**config.mk**
```make
export PLATFORM = sky130hd
export DESIGN_NAME = raster_write_scheduler
export DESIGN_NICKNAME = d
export VERILOG_FILES = /design/src/hdl/rws_pkg.sv /design/src/hdl/rws_csr.sv /design/src/hdl/rws_ctrl.sv /design/src/hdl/rws_dpath.sv /design/src/hdl/raster_write_scheduler.sv
export VERILOG_INCLUDE_DIRS = /design/src /design/src/hdl
export SDC_FILE = /design/constraint.sdc
export NUM_CORES = 1
export LEC_CHECK = 0
export BUFFER_PORTS_ARGS = -buffer_cell sky130_fd_sc_hd__buf_2
export CAP_MARGIN = 0
export CORE_UTILIZATION = 42
export CTS_CLUSTER_SIZE = 24
export DETAILED_ROUTE_END_ITERATION = 10
export HOLD_SLACK_MARGIN = 0.02
export SYNTH_ARGS = -nofsm -noshare
export SYNTH_HDL_FRONTEND = slang
export SYNTH_HIERARCHICAL = 1
export SYNTH_SLANG_ARGS = --single-unit
```
**constraint.sdc**
```tcl
create_clock -name clock -period 7.5 [get_ports clock]
set_input_delay 0.75 -clock clock [delete_from_list [all_inputs] [get_ports clock]]
set_output_delay 0.75 -clock clock [all_outputs]
set_load 0.01 [all_outputs]
```
**src/hdl/raster_write_scheduler_macros.svh**
```systemverilog
// assertion macros for the raster write scheduler
`ifndef RASTER_WRITE_SCHEDULER_MACROS_SVH
`define RASTER_WRITE_SCHEDULER_MACROS_SVH

// same-cycle implication
`define RWS_ASSERT_NOW(label, clk, rst, ante, cons) \
   label: assert property (@(posedge clk) disable iff (rst) (ante) |-> (cons)) \
      else $error("rws assertion failed");

// next-cycle implication
`define RWS_ASSERT_NEXT(label, clk, rst, ante, cons) \
   label: assert property (@(posedge clk) disable iff (rst) (ante) |=> (cons)) \
      else $error("rws assertion failed");

`endif

```
**src/hdl/rws_pkg.sv**
```systemverilog
// shared types, constants and helpers of the raster write scheduler
package rws_pkg;

   localparam int LINE_W   = 9;
   localparam int CYC_W    = 7;
   localparam int TCYC_W   = 8;
   localparam int ADDR_W   = 16;
   localparam int DATA_W   = 8;
   localparam int POS_W    = 15;
   localparam int SUM_W    = 17;
   localparam int CNT_W    = 4;
   localparam int APB_W    = 32;
   localparam int PADDR_W  = 3;

   localparam logic [POS_W-1:0]  POS_MAX     = 15'h7fff;
   localparam logic [ADDR_W-1:0] BORDER_ADDR = 16'hd020;
   localparam logic [CYC_W-1:0]  SAFE_CYCLE  = 7'd55;
   localparam logic [LINE_W-1:0] BAD_LINE_LO = 9'd48;
   localparam logic [LINE_W-1:0] BAD_LINE_HI = 9'd247;
   localparam logic [TCYC_W-1:0] BAD_CYC_LO  = 8'd15;
   localparam logic [TCYC_W-1:0] BAD_CYC_HI  = 8'd54;
   localparam logic [2:0]        BAD_PHASE   = 3'd3;

   localparam logic [CYC_W-1:0]  CPL_RESET   = 7'd63;
   localparam logic [LINE_W-1:0] LPF_RESET   = 9'd312;

   localparam logic [CNT_W-1:0]  DIV_LAST    = CNT_W'(POS_W - 1);

   typedef struct packed {
      logic capture;
      logic calc;
      logic emit;
      logic div_step;
      logic fix;
   } rws_cmd_type;

   typedef struct packed {
      logic out_free;
   } rws_sts_type;

   function automatic logic in_bad_window(input logic [POS_W-1:0] line,
                                          input logic [TCYC_W-1:0] cyc);
      logic line_ok;
      logic cyc_ok;
      line_ok = (line >= POS_W'(BAD_LINE_LO)) && (line <= POS_W'(BAD_LINE_HI))
                && (line[2:0] == BAD_PHASE);
      cyc_ok  = (cyc >= BAD_CYC_LO) && (cyc <= BAD_CYC_HI);
      return line_ok && cyc_ok;
   endfunction

   function automatic logic [POS_W-1:0] sat_pos(input logic [SUM_W-1:0] v);
      return (v > SUM_W'(POS_MAX)) ? POS_MAX : v[POS_W-1:0];
   endfunction

endpackage

```
**src/hdl/rws_csr.sv**
```systemverilog
// configuration registers behind the apb-style port
module rws_csr (
   input  logic                              clock,
   input  logic                              reset,
   input  logic                              psel,
   input  logic                              penable,
   input  logic                              pwrite,
   input  logic [rws_pkg::PADDR_W-1:0]       paddr,
   input  logic [rws_pkg::APB_W-1:0]         pwdata,
   output logic [rws_pkg::APB_W-1:0]         prdata,
   output logic                              pready,
   output logic [rws_pkg::CYC_W-1:0]         cycles_per_line,
   output logic [rws_pkg::LINE_W-1:0]        lines_per_frame
);

   logic [rws_pkg::CYC_W-1:0]  cpl_ff, cpl_in;
   logic [rws_pkg::LINE_W-1:0] lpf_ff, lpf_in;
   logic                       wr_en;

   assign pready = 1'b1;
   assign wr_en  = psel & penable & pwrite;

   always_comb begin
      cpl_in = cpl_ff;
      lpf_in = lpf_ff;
      if (wr_en) begin
         if (paddr[2]) begin
            lpf_in = pwdata[rws_pkg::LINE_W-1:0];
         end else begin
            cpl_in = pwdata[rws_pkg::CYC_W-1:0];
         end
      end
   end

   always_ff @(posedge clock) begin
      if (reset) begin
         cpl_ff <= rws_pkg::CPL_RESET;
         lpf_ff <= rws_pkg::LPF_RESET;
      end else begin
         cpl_ff <= cpl_in;
         lpf_ff <= lpf_in;
      end
   end

   always_comb begin
      if (paddr[2]) begin
         prdata = rws_pkg::APB_W'(lpf_ff);
      end else begin
         prdata = rws_pkg::APB_W'(cpl_ff);
      end
   end

   assign cycles_per_line = cpl_ff;
   assign lines_per_frame = lpf_ff;

endmodule

```
**src/hdl/rws_ctrl.sv**
```systemverilog
// sequencing state machine of the raster write scheduler
module rws_ctrl (
   input  logic                 clock,
   input  logic                 reset,
   input  logic                 req_valid,
   output logic                 req_ready,
   input  rws_pkg::rws_sts_type sts,
   output rws_pkg::rws_cmd_type cmd
);

   localparam logic [2:0] S_IDLE = 3'd0;
   localparam logic [2:0] S_MUL  = 3'd1;
   localparam logic [2:0] S_EMIT = 3'd2;
   localparam logic [2:0] S_DIV  = 3'd3;
   localparam logic [2:0] S_FIX  = 3'd4;

   logic [2:0]                state_ff, state_in;
   logic [rws_pkg::CNT_W-1:0] cnt_ff, cnt_in;

   assign req_ready = (state_ff == S_IDLE);

   always_comb begin
      state_in = state_ff;
      cnt_in   = cnt_ff;
      cmd      = '0;
      case (state_ff)
         S_IDLE: begin
            if (req_valid) begin
               cmd.capture = 1'b1;
               state_in    = S_MUL;
            end
         end
         S_MUL: begin
            cmd.calc = 1'b1;
            state_in = S_EMIT;
         end
         S_EMIT: begin
            if (sts.out_free) begin
               cmd.emit = 1'b1;
               cnt_in   = '0;
               state_in = S_DIV;
            end
         end
         S_DIV: begin
            cmd.div_step = 1'b1;
            cnt_in       = cnt_ff + 1'b1;
            if (cnt_ff == rws_pkg::DIV_LAST) begin
               state_in = S_FIX;
            end
         end
         S_FIX: begin
            cmd.fix  = 1'b1;
            state_in = S_IDLE;
         end
         default: begin
            state_in = S_IDLE;
         end
      endcase
   end

   always_ff @(posedge clock) begin
      if (reset) begin
         state_ff <= S_IDLE;
         cnt_ff   <= '0;
      end else begin
         state_ff <= state_in;
         cnt_ff   <= cnt_in;
      end
   end

endmodule

```
**src/hdl/rws_dpath.sv**
```systemverilog
// clamp, target, wait decision, position divider and result register
module rws_dpath (
   input  logic                         clock,
   input  logic                         reset,
   input  rws_pkg::rws_cmd_type         cmd,
   output rws_pkg::rws_sts_type         sts,
   input  logic [rws_pkg::CYC_W-1:0]    cycles_per_line,
   input  logic [rws_pkg::LINE_W-1:0]   lines_per_frame,
   input  logic                         req_frame_start,
   input  logic [rws_pkg::LINE_W-1:0]   req_raster_line,
   input  logic [rws_pkg::TCYC_W-1:0]   req_target_cycle,
   input  logic [rws_pkg::ADDR_W-1:0]   req_reg_addr,
   input  logic [rws_pkg::DATA_W-1:0]   req_reg_value,
   output logic                         rsp_valid,
   input  logic                         rsp_ready,
   output logic                         rsp_wait_needed,
   output logic [rws_pkg::LINE_W-1:0]   rsp_wait_line,
   output logic [rws_pkg::CYC_W-1:0]    rsp_wait_cycle,
   output logic [rws_pkg::ADDR_W-1:0]   rsp_write_addr,
   output logic [rws_pkg::DATA_W-1:0]   rsp_write_data
);

   localparam int LW = rws_pkg::LINE_W;
   localparam int CW = rws_pkg::CYC_W;
   localparam int TW = rws_pkg::TCYC_W;
   localparam int PW = rws_pkg::POS_W;
   localparam int SW = rws_pkg::SUM_W;
   localparam int AW = rws_pkg::ADDR_W;
   localparam int DW = rws_pkg::DATA_W;

   logic [LW-1:0] line_ff, line_in;
   logic [CW-1:0] cyc_ff, cyc_in;
   logic [AW-1:0] addr_ff, addr_in;
   logic [DW-1:0] val_ff, val_in;
   logic          fs_ff, fs_in;
   logic [PW-1:0] tgt_ff, tgt_in;
   logic [PW-1:0] pos_ff, pos_in;
   logic          known_ff, known_in;
   logic [PW-1:0] dq_ff, dq_in;
   logic [CW-1:0] rem_ff, rem_in;

   logic          ov_ff, ov_in;
   logic          owait_ff, owait_in;
   logic [LW-1:0] oline_ff, oline_in;
   logic [CW-1:0] ocyc_ff, ocyc_in;
   logic [AW-1:0] oaddr_ff, oaddr_in;
   logic [DW-1:0] odata_ff, odata_in;

   logic [CW-1:0] cpl;
   logic [LW-1:0] line_c;
   logic [TW-1:0] cyc_lo;
   logic [CW-1:0] cyc_c;
   logic [CW-1:0] cyc_adj;
   logic [LW-1:0] mul_a;
   logic [SW-1:0] mul_p;
   logic [SW-1:0] mul_add;
   logic [PW-1:0] mul_sat;
   logic          wait_now;
   logic [PW-1:0] pos_sel;
   logic [PW-1:0] pos_inc;
   logic [CW:0]   div_sh;
   logic          div_ge;
   logic [TW-1:0] fix_cyc;
   logic          fix_bad;

   assign cpl = (cycles_per_line == '0) ? CW'(1) : cycles_per_line;

   // clamp and bad-line adjust of the incoming target
   always_comb begin
      if (lines_per_frame == '0) begin
         line_c = '0;
      end else if (req_raster_line >= lines_per_frame) begin
         line_c = lines_per_frame - 1'b1;
      end else begin
         line_c = req_raster_line;
      end
      cyc_lo = (req_target_cycle == '0) ? TW'(1) : req_target_cycle;
      cyc_c  = (cyc_lo > TW'(cpl)) ? cpl : cyc_lo[CW-1:0];
      if (rws_pkg::in_bad_window(PW'(line_c), TW'(cyc_c))) begin
         cyc_adj = rws_pkg::SAFE_CYCLE;
      end else begin
         cyc_adj = cyc_c;
      end
   end

   // shared multiplier: target in calc, safe position in fix
   always_comb begin
      if (cmd.fix) begin
         mul_a   = dq_ff[LW-1:0];
         mul_add = SW'(rws_pkg::SAFE_CYCLE) - 1'b1;
      end else begin
         mul_a   = line_ff;
         mul_add = SW'(cyc_ff) - 1'b1;
      end
      mul_p   = SW'(mul_a) * SW'(cpl);
      mul_sat = rws_pkg::sat_pos(mul_p + mul_add);
   end

   assign wait_now = !(known_ff & ~fs_ff) || (tgt_ff > pos_ff);
   assign pos_sel  = wait_now ? tgt_ff : pos_ff;
   assign pos_inc  = rws_pkg::sat_pos(SW'(pos_sel) + 1'b1);

   assign div_sh   = {rem_ff, dq_ff[PW-1]};
   assign div_ge   = div_sh >= (CW+1)'(cpl);
   assign fix_cyc  = TW'(rem_ff) + 1'b1;
   assign fix_bad  = rws_pkg::in_bad_window(dq_ff, fix_cyc);

   assign sts.out_free = !ov_ff || rsp_ready;

   always_comb begin
      line_in  = line_ff;
      cyc_in   = cyc_ff;
      addr_in  = addr_ff;
      val_in   = val_ff;
      fs_in    = fs_ff;
      tgt_in   = tgt_ff;
      pos_in   = pos_ff;
      known_in = known_ff;
      dq_in    = dq_ff;
      rem_in   = rem_ff;
      ov_in    = ov_ff & ~rsp_ready;
      owait_in = owait_ff;
      oline_in = oline_ff;
      ocyc_in  = ocyc_ff;
      oaddr_in = oaddr_ff;
      odata_in = odata_ff;
      if (cmd.capture) begin
         line_in = line_c;
         cyc_in  = cyc_adj;
         addr_in = req_reg_addr;
         val_in  = req_reg_value;
         fs_in   = req_frame_start;
      end
      if (cmd.calc) begin
         tgt_in = mul_sat;
      end
      if (cmd.emit) begin
         ov_in    = 1'b1;
         owait_in = wait_now;
         oline_in = line_ff;
         ocyc_in  = cyc_ff;
         oaddr_in = addr_ff;
         if (addr_ff == rws_pkg::BORDER_ADDR) begin
            odata_in = DW'(val_ff == '0);
         end else begin
            odata_in = val_ff;
         end
         known_in = 1'b1;
         pos_in   = pos_inc;
         dq_in    = pos_inc;
         rem_in   = '0;
      end
      if (cmd.div_step) begin
         if (div_ge) begin
            rem_in = CW'(div_sh - (CW+1)'(cpl));
         end else begin
            rem_in = div_sh[CW-1:0];
         end
         dq_in = {dq_ff[PW-2:0], div_ge};
      end
      if (cmd.fix && fix_bad) begin
         pos_in = mul_sat;
      end
   end

   always_ff @(posedge clock) begin
      if (reset) begin
         pos_ff   <= '0;
         known_ff <= 1'b0;
         ov_ff    <= 1'b0;
      end else begin
         pos_ff   <= pos_in;
         known_ff <= known_in;
         ov_ff    <= ov_in;
      end
   end

   always_ff @(posedge clock) begin
      line_ff  <= line_in;
      cyc_ff   <= cyc_in;
      addr_ff  <= addr_in;
      val_ff   <= val_in;
      fs_ff    <= fs_in;
      tgt_ff   <= tgt_in;
      dq_ff    <= dq_in;
      rem_ff   <= rem_in;
      owait_ff <= owait_in;
      oline_ff <= oline_in;
      ocyc_ff  <= ocyc_in;
      oaddr_ff <= oaddr_in;
      odata_ff <= odata_in;
   end

   assign rsp_valid       = ov_ff;
   assign rsp_wait_needed = owait_ff;
   assign rsp_wait_line   = oline_ff;
   assign rsp_wait_cycle  = ocyc_ff;
   assign rsp_write_addr  = oaddr_ff;
   assign rsp_write_data  = odata_ff;

endmodule

```
**src/hdl/raster_write_scheduler.sv**
```systemverilog
// top level of the raster write scheduler
//
// channel  role      signals
// req      in beat   req_valid/req_ready, frame_start, line, cycle, addr, value
// rsp      out beat  rsp_valid/rsp_ready, wait flag, line, cycle, addr, data
// csr      config    psel/penable/pwrite/paddr/pwdata/prdata/pready
//
// one beat at a time: capture, multiply, emit, 15 divider steps and a bad-line
// fix; no new request is taken until the fix step is done and the block is idle
// the result beat is registered at the emit step, after capture and multiply
// a held result stalls the next beat only at its own emit step
// synchronous active-high reset; position unknown after reset
`include "raster_write_scheduler_macros.svh"

module raster_write_scheduler (
   input  logic                              clock,
   input  logic                              reset,
   input  logic                              req_valid,
   output logic                              req_ready,
   input  logic                              req_frame_start,
   input  logic [rws_pkg::LINE_W-1:0]        req_raster_line,
   input  logic [rws_pkg::TCYC_W-1:0]        req_target_cycle,
   input  logic [rws_pkg::ADDR_W-1:0]        req_reg_addr,
   input  logic [rws_pkg::DATA_W-1:0]        req_reg_value,
   output logic                              rsp_valid,
   input  logic                              rsp_ready,
   output logic                              rsp_wait_needed,
   output logic [rws_pkg::LINE_W-1:0]        rsp_wait_line,
   output logic [rws_pkg::CYC_W-1:0]         rsp_wait_cycle,
   output logic [rws_pkg::ADDR_W-1:0]        rsp_write_addr,
   output logic [rws_pkg::DATA_W-1:0]        rsp_write_data,
   input  logic                              psel,
   input  logic                              penable,
   input  logic                              pwrite,
   input  logic [rws_pkg::PADDR_W-1:0]       paddr,
   input  logic [rws_pkg::APB_W-1:0]         pwdata,
   output logic [rws_pkg::APB_W-1:0]         prdata,
   output logic                              pready
);

   rws_pkg::rws_cmd_type       cmd;
   rws_pkg::rws_sts_type       sts;
   logic [rws_pkg::CYC_W-1:0]  cycles_per_line;
   logic [rws_pkg::LINE_W-1:0] lines_per_frame;

   rws_csr u_csr (
      .clock           (clock),
      .reset           (reset),
      .psel            (psel),
      .penable         (penable),
      .pwrite          (pwrite),
      .paddr           (paddr),
      .pwdata          (pwdata),
      .prdata          (prdata),
      .pready          (pready),
      .cycles_per_line (cycles_per_line),
      .lines_per_frame (lines_per_frame)
   );

   rws_ctrl u_ctrl (
      .clock     (clock),
      .reset     (reset),
      .req_valid (req_valid),
      .req_ready (req_ready),
      .sts       (sts),
      .cmd       (cmd)
   );

   rws_dpath u_dpath (
      .clock            (clock),
      .reset            (reset),
      .cmd              (cmd),
      .sts              (sts),
      .cycles_per_line  (cycles_per_line),
      .lines_per_frame  (lines_per_frame),
      .req_frame_start  (req_frame_start),
      .req_raster_line  (req_raster_line),
      .req_target_cycle (req_target_cycle),
      .req_reg_addr     (req_reg_addr),
      .req_reg_value    (req_reg_value),
      .rsp_valid        (rsp_valid),
      .rsp_ready        (rsp_ready),
      .rsp_wait_needed  (rsp_wait_needed),
      .rsp_wait_line    (rsp_wait_line),
      .rsp_wait_cycle   (rsp_wait_cycle),
      .rsp_write_addr   (rsp_write_addr),
      .rsp_write_data   (rsp_write_data)
   );

   `RWS_ASSERT_NEXT(a_accept_busy, clock, reset, req_valid && req_ready, !req_ready)
   `RWS_ASSERT_NEXT(a_accept_calc, clock, reset, req_valid && req_ready, cmd.calc)
   `RWS_ASSERT_NOW(a_emit_free, clock, reset, cmd.emit, sts.out_free)
   `RWS_ASSERT_NEXT(a_emit_valid, clock, reset, cmd.emit, rsp_valid)

endmodule
```
==> results_dict.tcl, run 1 <==
set metrics [dict create \
    status "finished, final reports clean" \
    design_area_sq_um 12780 \
    required_ns 7.84 \
    synth.most_common_cell "inv_1" \
    synth_area_sq_um 11400 \
    fin_nets 1457 \
    ys_async_sr_fraction 0 \
    num_antenna_cells 0 \
    synth-edff-count 119 \
    cp_data_arrival_time_ns 7.06 \
    vdd_ir_drop_max_uv 222.6 \
    cts_buffers 17 \
    fin_crit_sh 0.8955 \
    core-area_sq_um 26350 \
    switching_share 0.4080 \
    antenna_found_initial 0 \
    use_met3 0.03113 \
    cts_tree "built" \
    path_clk_slew_ns 0.08 \
    crit_fanout 17 \
    cts_root_buffer "clkbuf_16" \
    vias_per_cell 5.190 \
    drt-wirelength-per-cell_microns 15.97 \
    avgSynthCellArea_sq_um 10.00 \
    grt_pass1_wl_microns 41290 \
    critPathBufInv 2 \
    io_buffers 110 \
    h-tree-depth 4 \
    hold_class "reg2reg" \
    critPathSlowestCell "a41oi_2" \
    route.detailed.drc 0 \
    seqPwrFrac 0.309 \
    routed_wl_microns 25370 \
    drive_above_1_share 0.1508 \
    gp_congestion 0.8568 \
    overflow 0 \
    grtUsageMet2 0.3080 \
    cts_max_path_buffers 2 \
    synth_cells 1140 \
    yosysUniqueCellTypes 75 \
    row_count 59 \
    post_cts_resized 0 \
    crit_path_start_kind "flip-flop" \
    fin_setup_tns_ns 0 \
    area_growth_pct 12.11 \
    hpwlAfterDp_microns 19840 \
    intPower_w 0.002425 \
    synth_top_area_share 0.3134 \
    max_stage_delay_ns 0.64 \
    grt_max_degree 54 \
    die_w_microns 166.8 \
    tightest_slew_ns 0.9901 \
    maxCapViolCount 0 \
    synth-seq-area-share 0.3836 \
    drt_iter0_markers 560 \
    rsz0062_at_grt "false" \
    gr-usage-met1 0.2598 \
    ios 160 \
    die-area_sq_um 27810 \
    synth_common_cells "141 x inv_1, 123 x nor2_1, 119 x edfxtp_1, 84 x ha_1, 64 x nand2_1" \
    finClkSkew_ns 0.01498 \
    antenna_left 0 \
    slew_violations 0 \
    place_ws_ns 0.8584 \
    grt_use_total 0.1880 \
    switching_power_w 0.001671 \
    postPlaceCellArea_sq_um 12150 \
    synth-seq-cells 159 \
    worst_slack_ns 0.7835 \
    yosys.area.top_type "edfxtp_1" \
    worst_path_most_repeated_cell "fa_1" \
    period_minus_slack_ns 6.716 \
    start_util 0.4327 \
    first_pass_iters 5 \
    cp_top_family "adder cells" \
    max_freq_mhz 148.9 \
    crit_path_cell_trace "nor2_1 -> and2_1 -> mux2i_1 -> nor2_1 -> fa_1 -> fa_1 -> fa_1 -> inv_1 -> fa_1 -> inv_1 -> ha_1 -> a21o_1 -> a21oi_1 -> o21ai_0 -> o2111a_1 -> or3_1 -> a41oi_2 -> nor2_1 -> o22ai_1" \
    final-setup-viol-count 0 \
    slew_headroom 0.3400 \
    postCtsHoldBufs 0 \
    hold_slack_ns 0.4460 \
    clk_latency_ns 0.43 \
    top_usage_layer "met2" \
    routed-via-count 8242 \
    leakage_nw 5.578 \
    synth-main-ff-cell "edfxtp_1" \
    yosys-top-cells-area "edfxtp_1 31%, ha_1 9.2%, fa_1 8.6%" \
    grt_pass1_vias 7998 \
    die_h_microns 166.8 \
    yosysWarnings 6 \
    p_clk_frac 0.221 \
    crit_type "reg2reg" \
    cts_setup_buffers 0 \
    critPathCaptureType "flip-flop" \
    comb_power_share 0.470 \
    hold_viol 0 \
    power_density_nw_per_um2 320.4 \
    clock_sinks 159 \
]
-- registers in the layout (all words and copies together) (netlist names), 4 cells and up --
name,count
u_dpath/rsp_wait_line,9
u_dpath/rsp_wait_cycle,7
u_dpath/val_ff,8
u_dpath/rem_ff,7
u_ctrl/cnt_ff,4
u_dpath/addr_ff,16
u_csr/lines_per_frame,9
u_dpath/dq_ff,15
u_dpath/cyc_ff,7
u_dpath/rsp_write_data,8
u_dpath/rsp_write_addr,16
u_dpath/line_ff,9
u_csr/cycles_per_line,7
u_dpath/pos_ff,15
u_dpath/tgt_ff,15
-- cell type report --
type | instances | area (sq um)
clock buffer | 17 | 425.4
timing repair buffer | 118 | 610.6
multi-input combinational | 798 | 6197
fill | 2502 | 13570
tap | 335 | 419.2
sequential | 159 | 4374
inverter | 146 | 549.3
clock inverter | 15 | 207.7
-- worst reg2reg max path, delay by kind of cell, from the launching register on --
family / cells / cell delay [ns]
AO/OA/AOI/OAI: 6 / 1.59
adder cells (fa/ha/maj): 5 / 2.48
buffers and inverters: 2 / 0.10
flip-flops: 1 / 0.42
multiplexers: 1 / 0.64
AND/OR/NAND/NOR: 5 / 1.42
-- through the flow --
stage            util  power, W  std cells
2_1_floorplan       -  0.002736       1162
3_3_place_gp   0.4610  0.003180       1556
3_5_place_dp   0.4610  0.003224       1556
4_1_cts        0.4851  0.004139       1588
5_1_grt        0.4851  0.004454       1588
6_report       0.4851  0.004096       1588
-- power groups by stage --
stage / Clock [W] / Combinational [W] / Sequential (W)
3_5_place_dp: 0 / 0.00194 / 0.00128
3_3_place_gp: 0 / 0.00190 / 0.00128
5_1_grt: 0.000960 / 0.00221 / 0.00128
4_1_cts: 0.000925 / 0.00195 / 0.00126
6_report: 0.000904 / 0.00192 / 0.00127
2_1_floorplan: 0 / 0.00149 / 0.00125
-- path summary, 6_finish.rpt --
path | from | end | slack [ns] | depth (start not counted)
worst max-delay path | u_ctrl/state_ff[1] | u_dpath/pos_ff[1] | 0.78 | 19
worst min-delay path | u_dpath/addr_ff[14] | u_dpath/rsp_write_addr[14] | 0.45 | 0
worst max register to register | u_ctrl/state_ff[1] | u_dpath/pos_ff[1] | 0.78 | 19
worst min register to register | u_dpath/addr_ff[14] | u_dpath/rsp_write_addr[14] | 0.45 | 0
-- metal layers --
| metal | vias to the layer above | routed length (microns) | share of wire |
|---|---|---|---|
| li1 | 4097 | - | - |
| met1 | 3936 | 12060 | 0.48 |
| met2 | 195 | 12070 | 0.48 |
| met3 | 14 | 1003 | 0.040 |
| met4 | 0 | 232 | 0.0091 |
| met5 | - | 0 | 0 |
-- placed cells by master (no fill, tap or decap), drive strengths merged, types with 24 or more instances in the layout --
master	count
ha	84
a21oi	38
mux2i	55
xnor2	33
buf	118
o21ai	34
inv	148
conb	24
dfxtp	40
nand2	64
edfxtp	119
nor2	123
nand2b	35
nor3	30
fa	49
-- kinds of logic (layout without fill, tap and decap cells) --
kind of cell	after synthesis	after routing	share of synthesized area
DFF	159	159	0.3836
buffers and inverters	205	296	0.08065
muxes	71	71	0.06408
AOI/OAI and AO/OA	160	160	0.09678
and+or+nand+nor	362	362	0.1591
xor gates and xnor gates	48	48	0.03687
adders and majority gates	133	133	0.1782
other	2	24	0.0006586
(Power assumes the default switching activity.)
==> run 2: changes to the inputs <==
Settings changed: CORE_UTILIZATION 42 to 40.
==> run 2 against run 1 <==
  * Worst hold slack worse by 0.00095 ns
  * Die area grew 4.9%
  * Design area is 0.39% higher
  * Global-route usage decreased by 0.81 points
  * Count of clock-buffer cells in the layout is the same
  * Clock power fell by 0.9%
  * Power down 0.27%
  * Setup slack lost 0.0082 ns
  * Sequential cell count is the same
  * Critical endpoint is now u_dpath/pos_ff[11]
==> results_dict.tcl, run 2 (same netlist as run 1, synthesis figures left out) <==
set metrics [dict create \
    final_cell_mix "140 x inv_1, 123 x nor2_1, 119 x edfxtp_1, 110 x buf_2, 84 x ha_1" \
    fin_nets 1457 \
    io_buffers 110 \
    grt_pass1_vias 8019 \
    max_freq_mhz 148.7 \
    grt_max_degree 54 \
    overflow 0 \
    grt_use_total 0.1799 \
    cp_data_arrival_time_ns 7.06 \
    required_ns 7.84 \
    use_met3 0.03354 \
    cts_tree "built" \
    slew_headroom 0.3345 \
    cts_buffers 17 \
    drive_above_1_share 0.1508 \
    dp_cells 1599 \
    drt-wirelength-per-cell_microns 15.59 \
    switching_power_w 0.001688 \
    final-setup-viol-count 0 \
    vdd_ir_drop_max_uv 247.2 \
    finClkSkew_ns 0.01237 \
    cts_root_buffer "clkbuf_16" \
    seqPwrFrac 0.310 \
    cts_max_path_buffers 2 \
    leakage_nw 5.573 \
    postCtsHoldBufs 0 \
    vias_per_cell 5.089 \
    intPower_w 0.002397 \
    slew_violations 0 \
    crit_type "reg2reg" \
    maxCapViolCount 0 \
    critPathCaptureType "flip-flop" \
    post_cts_resized 0 \
    die_w_microns 170.8 \
    top_usage_layer "met2" \
    clk_latency_ns 0.43 \
    area_growth_pct 12.55 \
    ios 160 \
    fin_setup_tns_ns 0 \
    hold_viol 0 \
    crit_path_start_kind "flip-flop" \
    status "finished, final reports clean" \
    grtUsageMet2 0.2937 \
    antenna_left 0 \
    path_clk_slew_ns 0.08 \
    gp_congestion 0.9191 \
    drt_iter0_markers 516 \
    die-area_sq_um 29180 \
    routed_wl_microns 25430 \
    layout_commonest_cell "inv_1" \
    rsz0062_at_grt "false" \
    first_pass_iters 6 \
    crit_fanout 17 \
    core-area_sq_um 27930 \
    hpwlAfterDp_microns 19710 \
    fin_crit_sh 0.8966 \
    fin_util 0.4594 \
    period_minus_slack_ns 6.725 \
    hold_slack_ns 0.4450 \
    route.detailed.drc 0 \
    tightest_slew_ns 0.9983 \
    cts_setup_buffers 0 \
    start_util 0.4082 \
    final-instance-count-excl-fill 1631 \
    hold_class "reg2reg" \
    row_count 61 \
    die_h_microns 170.8 \
    switching_share 0.4132 \
    power_density_nw_per_um2 318.3 \
    routed-via-count 8300 \
    h-tree-depth 4 \
    grt_pass1_wl_microns 41020 \
    clock_sinks 159 \
    num_antenna_cells 0 \
    comb_power_share 0.471 \
    p_clk_frac 0.219 \
    gr-usage-met1 0.2469 \
    antenna_found_initial 0 \
]
## run 2: changes by cell type in the layout (fill, tap and decap cells not counted), sizes merged
cell / change
inv: +1
bufinv: -1
## run 2: final cells by class
type,instances,area (sq um)
clock inverters,15,203.9
repair buffers,118,610.6
inverters,146,549.3
well taps,378,473.0
multi-input cells,798,6197
fillers,2741,15100
clock buffers,17,425.4
flip-flops and latches,159,4374
## run 2: power groups by stage
stage	clock (W)	sequential [W]	combinational, W
6_report	0.000896	0.00127	0.00192
3_5_place_dp	0	0.00128	0.00192
2_1_floorplan	0	0.00125	0.00149
3_3_place_gp	0	0.00128	0.00189
4_1_cts	0.000917	0.00126	0.00194
5_1_grt	0.000952	0.00128	0.00223
## run 2: metrics by stage
| step | setup slack (ns) | power (W) | instance area, sq um |
|---|---|---|---|
| after floorplan | 1.399 | 0.002736 | 11480 |
| after global placement | 0.8228 | 0.003171 | 12200 |
| after detailed placement | 0.7779 | 0.003203 | 12200 |
| after CTS | 0.7526 | 0.004117 | 12830 |
| after global routing | 0.3108 | 0.004459 | 12830 |
| final | 0.7753 | 0.004085 | 12830 |
## run 2: worst max-delay path: stages, from the launching register on
cell and delay, ns:
dfxtp_1 0.42, nor2_1 0.17, and2_1 0.59, mux2i_1 0.64, nor2_1 0.14, fa_1 0.53
fa_1 0.52, fa_1 0.54, inv_1 0.05, fa_1 0.53, inv_1 0.04, ha_1 0.34
a21o_1 0.17, a21oi_1 0.16, o21ai_0 0.14, o2111a_1 0.28, or3_1 0.36, a41oi_2 0.62
nor2_1 0.15, a221oi_2 0.23
## run 2: routing by layer
| metal | up-vias | part of all wire |
|---|---|---|
| li1 | 4094 | - |
| met1 | 3966 | 0.47 |
| met2 | 215 | 0.48 |
| met3 | 25 | 0.047 |
| met4 | 0 | 0.012 |
| met5 | - | 0 |
## run 2: worst paths after layout
check                 startpoint                         end  slack [ns]  depth (start not counted)
max           u_ctrl/state_ff[1]          u_dpath/pos_ff[11]        0.78                         19
min reg2reg  u_dpath/addr_ff[14]  u_dpath/rsp_write_addr[14]        0.45                          0
min          u_dpath/addr_ff[14]  u_dpath/rsp_write_addr[14]        0.45                          0
max reg2reg   u_ctrl/state_ff[1]          u_dpath/pos_ff[11]        0.78                         19
